`src/hdl/ape_pkg.sv`:
```
// Package for the add/subtract expression evaluator.
// Holds the character codes, the classified operation type and the status codes.
// Depends on nothing.
package ape_pkg;

   localparam logic [7:0] CHAR_ZERO  = 8'h30;
   localparam logic [7:0] CHAR_NINE  = 8'h39;
   localparam logic [7:0] CHAR_OPEN  = 8'h28;
   localparam logic [7:0] CHAR_CLOSE = 8'h29;
   localparam logic [7:0] CHAR_PLUS  = 8'h2B;
   localparam logic [7:0] CHAR_MINUS = 8'h2D;
   localparam int         VALUE_W    = 32;

   typedef enum logic [2:0] {
      OP_DIGIT = 3'd0,
      OP_PLUS  = 3'd1,
      OP_MINUS = 3'd2,
      OP_OPEN  = 3'd3,
      OP_CLOSE = 3'd4,
      OP_OTHER = 3'd5
   } op_kind_type;

   typedef enum logic [1:0] {
      ST_OK              = 2'd0,
      ST_UNMATCHED_CLOSE = 2'd1,
      ST_OVERFLOW        = 2'd2,
      ST_UNCLOSED        = 2'd3
   } status_type;

   typedef struct packed {
      op_kind_type kind;
      logic [3:0]  digit;
      logic        last;
   } op_type;

   typedef struct packed {
      logic [VALUE_W-1:0] value;
      status_type         status;
   } result_type;

endpackage

```
`src/hdl/ape_front.sv`:
```
// Front end of the evaluator: classifies each character and queues the operation.
// Uses ape_pkg; feeds ape_back through a two-entry queue.
module ape_front (
   input  logic            clock,
   input  logic            reset,
   input  logic            req_push,
   output logic            req_full,
   input  logic [7:0]      req_ch,
   input  logic            req_last,
   output logic            op_valid,
   input  logic            op_take,
   output ape_pkg::op_type op_data
);

   ape_pkg::op_type op_q_ff [2];
   ape_pkg::op_type op_new;
   logic            wr_ptr_ff, wr_ptr_in;
   logic            rd_ptr_ff, rd_ptr_in;
   logic [1:0]      count_ff, count_in;
   logic            wr_en, rd_en;
   logic [7:0]      digit_off;

   assign digit_off = req_ch - ape_pkg::CHAR_ZERO;

   always_comb begin
      op_new.last  = req_last;
      op_new.digit = digit_off[3:0];
      priority if (req_ch >= ape_pkg::CHAR_ZERO && req_ch <= ape_pkg::CHAR_NINE) begin
         op_new.kind = ape_pkg::OP_DIGIT;
      end else if (req_ch == ape_pkg::CHAR_PLUS) begin
         op_new.kind = ape_pkg::OP_PLUS;
      end else if (req_ch == ape_pkg::CHAR_MINUS) begin
         op_new.kind = ape_pkg::OP_MINUS;
      end else if (req_ch == ape_pkg::CHAR_OPEN) begin
         op_new.kind = ape_pkg::OP_OPEN;
      end else if (req_ch == ape_pkg::CHAR_CLOSE) begin
         op_new.kind = ape_pkg::OP_CLOSE;
      end else begin
         op_new.kind = ape_pkg::OP_OTHER;
      end
   end

   assign req_full = (count_ff == 2'd2);
   assign op_valid = (count_ff != 2'd0);
   assign op_data  = op_q_ff[rd_ptr_ff];
   assign wr_en    = req_push && !req_full;
   assign rd_en    = op_valid && op_take;

   always_comb begin
      wr_ptr_in = wr_ptr_ff ^ wr_en;
      rd_ptr_in = rd_ptr_ff ^ rd_en;
      count_in  = count_ff + {1'b0, wr_en} - {1'b0, rd_en};
   end

   always_ff @(posedge clock) begin
      if (reset) begin
         wr_ptr_ff <= 1'b0;
         rd_ptr_ff <= 1'b0;
         count_ff  <= 2'd0;
      end else begin
         wr_ptr_ff <= wr_ptr_in;
         rd_ptr_ff <= rd_ptr_in;
         count_ff  <= count_in;
      end
   end

   always_ff @(posedge clock) begin
      if (wr_en) begin
         op_q_ff[wr_ptr_ff] <= op_new;
      end
   end

endmodule

```
`src/hdl/ape_back.sv`:
```
// Back end of the evaluator: keeps the nesting stack; one operation a cycle, a final one
// only if ape_outq has room. Uses ape_pkg; ape_front feeds it, it feeds ape_outq.
module ape_back #(
   parameter int NEST_DEPTH = 16
) (
   input  logic                clock,
   input  logic                reset,
   input  logic                op_valid,
   output logic                op_take,
   input  ape_pkg::op_type     op_data,
   input  logic                res_full,
   output logic                res_push,
   output ape_pkg::result_type res_data
);

   localparam int LVL_W = $clog2(NEST_DEPTH + 1);
   localparam int IDX_W = (NEST_DEPTH > 1) ? $clog2(NEST_DEPTH) : 1;
   localparam int VW    = ape_pkg::VALUE_W;

   // The top frame lives in a register; the frames below it live in the memory,
   // and the one just under the top is kept read out in rd_ff.
   logic [VW:0]        mem [NEST_DEPTH];
   logic [VW:0]        top_ff, top_in;
   logic [VW:0]        rd_ff;
   logic [VW-1:0]      total_ff, total_in;
   logic [VW-1:0]      pend_ff, pend_in;
   logic               sign_ff, sign_in;
   logic [LVL_W-1:0]   lvl_ff, lvl_in;
   ape_pkg::status_type err_ff, err_in;
   logic [VW-1:0]      total_c, pend_x10, pend_dig, close_sum;
   logic               fire, do_push;
   logic [LVL_W-1:0]   rd_addr, wr_addr;

   assign op_take = !(op_data.last && res_full);
   assign fire    = op_valid && op_take;

   assign total_c  = sign_ff ? (total_ff - pend_ff) : (total_ff + pend_ff);
   assign pend_x10 = {pend_ff[VW-4:0], 3'b000} + {pend_ff[VW-2:0], 1'b0};
   assign pend_dig = pend_x10 + {{(VW-4){1'b0}}, op_data.digit};
   assign close_sum = top_ff[0] ? (top_ff[VW:1] - total_c) : (top_ff[VW:1] + total_c);

   always_comb begin
      logic [VW-1:0]       tot_n;
      logic [VW-1:0]       pend_n;
      logic                sign_n;
      logic [LVL_W-1:0]    lvl_n;
      ape_pkg::status_type err_n;
      tot_n   = total_ff;
      pend_n  = pend_ff;
      sign_n  = sign_ff;
      lvl_n   = lvl_ff;
      err_n   = err_ff;
      do_push = 1'b0;
      top_in  = top_ff;
      unique case (op_data.kind)
         ape_pkg::OP_DIGIT: begin
            pend_n = pend_dig;
         end
         ape_pkg::OP_PLUS: begin
            tot_n  = total_c;
            pend_n = '0;
            sign_n = 1'b0;
         end
         ape_pkg::OP_MINUS: begin
            tot_n  = total_c;
            pend_n = '0;
            sign_n = 1'b1;
         end
         ape_pkg::OP_OPEN: begin
            pend_n = '0;
            if (lvl_ff < LVL_W'(NEST_DEPTH)) begin
               do_push = 1'b1;
               top_in  = {total_c, sign_ff};
               tot_n   = '0;
               sign_n  = 1'b0;
               lvl_n   = lvl_ff + LVL_W'(1);
            end else begin
               tot_n = total_c;
               if (err_ff == ape_pkg::ST_OK) err_n = ape_pkg::ST_OVERFLOW;
            end
         end
         ape_pkg::OP_CLOSE: begin
            pend_n = '0;
            if (lvl_ff != '0) begin
               top_in = rd_ff;
               tot_n  = close_sum;
               lvl_n  = lvl_ff - LVL_W'(1);
            end else begin
               tot_n = total_c;
               if (err_ff == ape_pkg::ST_OK) err_n = ape_pkg::ST_UNMATCHED_CLOSE;
            end
         end
         default: begin
            tot_n  = total_c;
            pend_n = '0;
         end
      endcase
      // On the final character the pending number is committed before the result goes out.
      if (op_data.last) begin
         tot_n  = sign_n ? (tot_n - pend_n) : (tot_n + pend_n);
         if (lvl_n != '0 && err_n == ape_pkg::ST_OK) err_n = ape_pkg::ST_UNCLOSED;
      end
      res_data.value  = tot_n;
      res_data.status = err_n;
      if (op_data.last) begin
         total_in = '0;
         pend_in  = '0;
         sign_in  = 1'b0;
         lvl_in   = '0;
         err_in   = ape_pkg::ST_OK;
      end else begin
         total_in = tot_n;
         pend_in  = pend_n;
         sign_in  = sign_n;
         lvl_in   = lvl_n;
         err_in   = err_n;
      end
   end

   assign res_push = fire && op_data.last;
   assign wr_addr  = lvl_ff - LVL_W'(1);
   assign rd_addr  = (fire ? lvl_in : lvl_ff) - LVL_W'(2);

   always_ff @(posedge clock) begin
      if (reset) begin
         total_ff <= '0;
         pend_ff  <= '0;
         sign_ff  <= 1'b0;
         lvl_ff   <= '0;
         err_ff   <= ape_pkg::ST_OK;
      end else if (fire) begin
         total_ff <= total_in;
         pend_ff  <= pend_in;
         sign_ff  <= sign_in;
         lvl_ff   <= lvl_in;
         err_ff   <= err_in;
      end
   end

   always_ff @(posedge clock) begin
      if (fire) begin
         top_ff <= top_in;
      end
      if (fire && do_push && lvl_ff != '0) begin
         mem[wr_addr[IDX_W-1:0]] <= top_ff;
      end
      // A push moves the old top just under the new one, so it is forwarded.
      if (fire && do_push) begin
         rd_ff <= top_ff;
      end else begin
         rd_ff <= mem[rd_addr[IDX_W-1:0]];
      end
   end

endmodule

```
`src/hdl/ape_outq.sv`:
```
// Result queue of the evaluator: two entries between the back end and the result ports.
// Uses ape_pkg.
module ape_outq (
   input  logic                clock,
   input  logic                reset,
   input  logic                res_push,
   output logic                res_full,
   input  ape_pkg::result_type res_data,
   output logic                rsp_empty,
   input  logic                rsp_pop,
   output ape_pkg::result_type rsp_data
);

   ape_pkg::result_type q_ff [2];
   logic                wr_ptr_ff, rd_ptr_ff;
   logic [1:0]          count_ff, count_in;
   logic                wr_en, rd_en;

   assign res_full  = (count_ff == 2'd2);
   assign rsp_empty = (count_ff == 2'd0);
   assign rsp_data  = q_ff[rd_ptr_ff];
   assign wr_en     = res_push && !res_full;
   assign rd_en     = rsp_pop && !rsp_empty;
   assign count_in  = count_ff + {1'b0, wr_en} - {1'b0, rd_en};

   always_ff @(posedge clock) begin
      if (reset) begin
         wr_ptr_ff <= 1'b0;
         rd_ptr_ff <= 1'b0;
         count_ff  <= 2'd0;
      end else begin
         wr_ptr_ff <= wr_ptr_ff ^ wr_en;
         rd_ptr_ff <= rd_ptr_ff ^ rd_en;
         count_ff  <= count_in;
      end
   end

   always_ff @(posedge clock) begin
      if (wr_en) begin
         q_ff[wr_ptr_ff] <= res_data;
      end
   end

endmodule

```
`src/hdl/add_sub_paren_expression_evaluator.sv`:
```
// Add/subtract expression evaluator with nested parentheses.
// Characters enter one item at a time on the req_ queue port: an item is taken
// at a clock edge with req_push high and req_full low. req_last marks the final
// character of an expression; only that item produces a result.
// Results leave on the rsp_ queue port: rsp_value and rsp_status are valid while
// rsp_empty is low and are taken at an edge with rsp_pop high.
// Throughput is one character per cycle unless a final character meets a full
// result queue; the back end handles each operation, stack pushes and pops too,
// against a top-of-stack register and a memory with a prefetched next entry.
// A result reaches the ports once its last character has passed the front queue
// and the back end into the result queue.
// A two-entry queue sits between front and back and another after the back end;
// when the receiver stalls, results wait there, then the back end stops on the
// next final character and req_full rises once the front queue fills.
// Synchronous reset empties both queues and clears the evaluation state; the
// nesting stack memory is not cleared, as only written entries are ever read.
// Status: 0 ok, 1 unmatched close, 2 nesting overflow, 3 unclosed open; the
// first error of an expression is kept.
// Depends on ape_pkg, ape_front, ape_back and ape_outq.
module add_sub_paren_expression_evaluator #(
   parameter int NEST_DEPTH = 16
) (
   input  logic               clock,
   input  logic               reset,
   input  logic               req_push,
   output logic               req_full,
   input  logic [7:0]         req_ch,
   input  logic               req_last,
   output logic               rsp_empty,
   input  logic               rsp_pop,
   output logic signed [31:0] rsp_value,
   output logic [1:0]         rsp_status
);

   ape_pkg::op_type     op_data;
   logic                op_valid, op_take;
   logic                res_push, res_full;
   ape_pkg::result_type res_data, rsp_data;

   ape_front u_front (
      .clock    (clock),
      .reset    (reset),
      .req_push (req_push),
      .req_full (req_full),
      .req_ch   (req_ch),
      .req_last (req_last),
      .op_valid (op_valid),
      .op_take  (op_take),
      .op_data  (op_data)
   );

   ape_back #(.NEST_DEPTH(NEST_DEPTH)) u_back (
      .clock    (clock),
      .reset    (reset),
      .op_valid (op_valid),
      .op_take  (op_take),
      .op_data  (op_data),
      .res_full (res_full),
      .res_push (res_push),
      .res_data (res_data)
   );

   ape_outq u_outq (
      .clock     (clock),
      .reset     (reset),
      .res_push  (res_push),
      .res_full  (res_full),
      .res_data  (res_data),
      .rsp_empty (rsp_empty),
      .rsp_pop   (rsp_pop),
      .rsp_data  (rsp_data)
   );

   assign rsp_value  = $signed(rsp_data.value);
   assign rsp_status = rsp_data.status;

endmodule

```
`config.mk`:
```
export PLATFORM = sky130hd
export DESIGN_NAME = add_sub_paren_expression_evaluator
export DESIGN_NICKNAME = d
export VERILOG_FILES = /design/src/hdl/ape_pkg.sv /design/src/hdl/ape_front.sv /design/src/hdl/ape_back.sv /design/src/hdl/ape_outq.sv /design/src/hdl/add_sub_paren_expression_evaluator.sv
export SDC_FILE = /design/constraint.sdc
export NUM_CORES = 1
export LEC_CHECK = 0
export ABC_AREA = 1
export BUFFER_PORTS_ARGS = -buffer_cell sky130_fd_sc_hd__buf_2
export CAP_MARGIN = 20
export CORE_MARGIN = 2
export CORE_UTILIZATION = 64
export CTS_CLUSTER_DIAMETER = 80
export CTS_CLUSTER_SIZE = 30
export DETAILED_ROUTE_END_ITERATION = 6
export PLACE_DENSITY = 0.81
export SYNTH_ARGS = -nofsm -noshare
export SYNTH_HDL_FRONTEND = slang
export SYNTH_HIERARCHICAL = 1
export SYNTH_SLANG_ARGS = --single-unit
export TNS_END_PERCENT = 30
```
`constraint.sdc`:
```
create_clock -name clock -period 9.25 [get_ports clock]
set_clock_uncertainty 0.15 [all_clocks]
set_input_delay 2.3125 -clock clock [delete_from_list [all_inputs] [get_ports clock]]
set_output_delay 2.3125 -clock clock [all_outputs]
set_load 0.02 [all_outputs]
```
==> flow_summary.json <==
{
  "worst_pin_slew_ns": 1.04,
  "cts_resized": 0,
  "cpMostUsedCell": "nand2_1",
  "hold_class": "reg -> reg",
  "ir_worst_vdd_uv": 624,
  "fin_setup_tns_ns": 0,
  "place.gp.congestion": 1.07,
  "worstSkewPairLatency_ns": 0.63,
  "crit_path_max_fanout": 6,
  "cts_tree": "yes",
  "setup_viol": 0,
  "cts_hold_buf": 0,
  "max_clock_freq_ghz": 0.115,
  "path_class": "reg -> reg",
  "post_cts_buffers": 0,
  "num_rows": 92,
  "clkSinkCount": 758,
  "maxSlewHeadroom_pct": 30.2,
  "vias_per_cell": 6.22,
  "ant_nets": 0,
  "die_height_um": 255,
  "clk_pin_slew_worst_paths_ns": 0.10,
  "grt_max_degree": 175,
  "grt_usage_pct": 34.4,
  "post_route_cells_drive_above_1_share_pct": 7.02,
  "cpPeakStageDelay_ns": 0.39,
  "rr_worst_depth": 52,
  "nNetsFinal": 4334,
  "crit_slowest_cell": "dfxtp_1",
  "syn_inst": 4176,
  "synth_nets": 4363,
  "p_per_area_mw_per_mm2": 387,
  "crit_arrival_ns": 8.92,
  "ys.flop_type": "edfxtp_1",
  "diodes": 0,
  "cp-start-kind": "flop",
  "netlist_area_mm2": 0.0405,
  "die_x_um": 255,
  "min_period_over_period_pct": 94.1,
  "yosysTopAreaCellShare_pct": 47.9,
  "slew_viol_final": 0,
  "status": "complete, no violations",
  "synth_area_per_cell_um2": 9.69,
  "synth_area_leaders": "edfxtp_1 (48%), nand2_1 (6.6%), dfxtp_1 (5.6%)",
  "grt-ovfl-total": 0,
  "design.portCount": 49,
  "cts-buffers-inserted": 37,
  "antenna_found_initial": 0,
  "cts_buffer_depth": 3,
  "endpoint": "u_outq/q_ff[0][33]",
  "reg2reg_to": "u_outq/q_ff[0][33]",
  "first_pass_iters": 6,
  "areaGrowthSynthToFinish_pct": 5.98,
  "grt_pass1_vias": 29700,
  "cts-root-buf": "clkbuf_16",
  "pre_cts_slack_ns": 0.368,
  "drtIter0Drc": 3706,
  "ys_async_sr_fraction_pct": 0,
  "core-area_mm2": 0.0629,
  "ys_seq_area_share_pct": 53.4,
  "htree_levels": 2,
  "synth_cell_types": 67,
  "layout.cells.most_common_list": "nand2_1 (713), edfxtp_1 (645), nor2_1 (466)",
  "layout_commonest_cell": "nand2_1",
  "grt_pass1_wl_um": 172000,
  "start_util_pct": 64.4,
  "io_buffers": 48,
  "yosysWarnings": 6,
  "leakage_nw": 16.5,
  "hold_ws_ns": 0.333,
  "dieArea_mm2": 0.0653,
  "power.total_mw": 16.6,
  "crit_path_end_kind": "flop",
  "reg2reg_slack_ns": 0.55,
  "fillCellCount": 4870,
  "setup_slack_ns": 0.549,
  "wire_per_inst_um": 22.7,
  "worstReg2RegStart": "u_back/pend_ff[0]",
  "synth_top_area_cell": "edfxtp_1",
  "wl_um": 114000,
  "maxCapViolCount": 0,
  "vias": 31200,
  "cp.required_ns": 9.47,
  "min_period_ns": 8.70,
  "critPathLaunch": "u_back/pend_ff[0]",
  "place_hpwl_um": 77900,
  "post-route-drc-count": 0,
  "synth_enable_flop_cells": 645,
  "hold_viol": 0,
  "yosys_register_bits": 758
}
[area by class of cell]
type | count | area [um2] | area share, %
flip-flops and latches | 758 | 21600 | 50.4
multi-input cells | 2849 | 16800 | 39.1
inverters | 405 | 1530 | 3.56
well taps | 846 | 1060 | 2.47
clock buffers | 49 | 992 | 2.31
repair buffers | 96 | 651 | 1.52
clock inverters | 18 | 273 | 0.636
[registers in the layout, summed over array words and instances (netlist names), 2 cells and up]
signal            count
u_outq/count_ff       2
u_back/mem          528
u_front/op_q_ff      16
u_back/rd_ff         33
u_back/pend_ff       32
u_back/total_ff      32
u_back/err_ff         2
u_back/top_ff        33
u_back/lvl_ff         5
u_front/count_ff      2
u_outq/q_ff          68
[cells by family after synthesis]
| group | Yosys count | share of synthesized area (%) |
|---|---|---|
| buf+inv | 569 | 5.66 |
| mux | 134 | 3.68 |
| xor+xnor | 124 | 2.70 |
| simple gates | 1525 | 15.8 |
| compound gates | 892 | 13.3 |
| fa+ha+maj | 174 | 5.47 |
| flops | 758 | 53.4 |
[per-layer routing]
layer	part of all wire [%]	track usage [%]
met2	48	57.8
met1	38	44.0
met3	8.8	4.49
met5	0	0
met4	5.5	17.4
[how the worst min path moves through the flow]
stage / start / to / slack [ns] / cells past startpoint
3_3_place_gp: u_back/pend_ff[31] / u_back/pend_ff[31] / 0.31 / 2
6_report: u_back/pend_ff[31] / u_back/pend_ff[31] / 0.33 / 2
5_1_grt: u_back/pend_ff[31] / u_back/pend_ff[31] / 0.37 / 2
2_1_floorplan: u_back/pend_ff[31] / u_back/pend_ff[31] / 0.31 / 2
3_5_place_dp: u_back/pend_ff[31] / u_back/pend_ff[31] / 0.32 / 2
4_1_cts: u_back/pend_ff[31] / u_back/pend_ff[31] / 0.34 / 2
[cell usage after synthesis, drive strengths merged, types with 32 or more instances]
library cell  count
nor3             44
ha              169
mux2             34
a21oi           242
nand3           168
o32ai            32
nand4            39
edfxtp          645
o21ai           344
buf              71
o221ai          111
xor2             88
o211ai           52
inv             402
nor2            494
nand2           732
mux2i           100
clkbuf           93
xnor2            36
dfxtp           113
a31oi            49
[critical path: cells and delay by family, from the launching register on]
family | cells | cell delay (ns)
AND/OR/NAND/NOR | 30 | 3.94
AO/OA/AOI/OAI | 7 | 1.43
adder cells (fa/ha/maj) | 4 | 1.26
buffers and inverters | 8 | 0.68
XOR/XNOR | 3 | 0.61
flip-flops | 1 | 0.39
[power by group]
| part | switching, mW | total, mW | internal [mW] |
|---|---|---|---|
| sequential | 0.255 | 4.61 | 4.36 |
| combinational | 6.93 | 10.0 | 3.08 |
| clock | 1.14 | 1.96 | 0.823 |
| total | 8.32 | 16.6 | 8.27 |
[stage by stage]
step	cells	utilization [%]	area, um2
2_1_floorplan	4176	-	40500
3_3_place_gp	4953	66.1	41600
3_5_place_dp	4953	66.1	41600
4_1_cts	5020	68.1	42800
5_1_grt	5021	68.2	42900
6_report	5021	68.2	42900
Note: power is estimated with default switching activity, not from simulation.
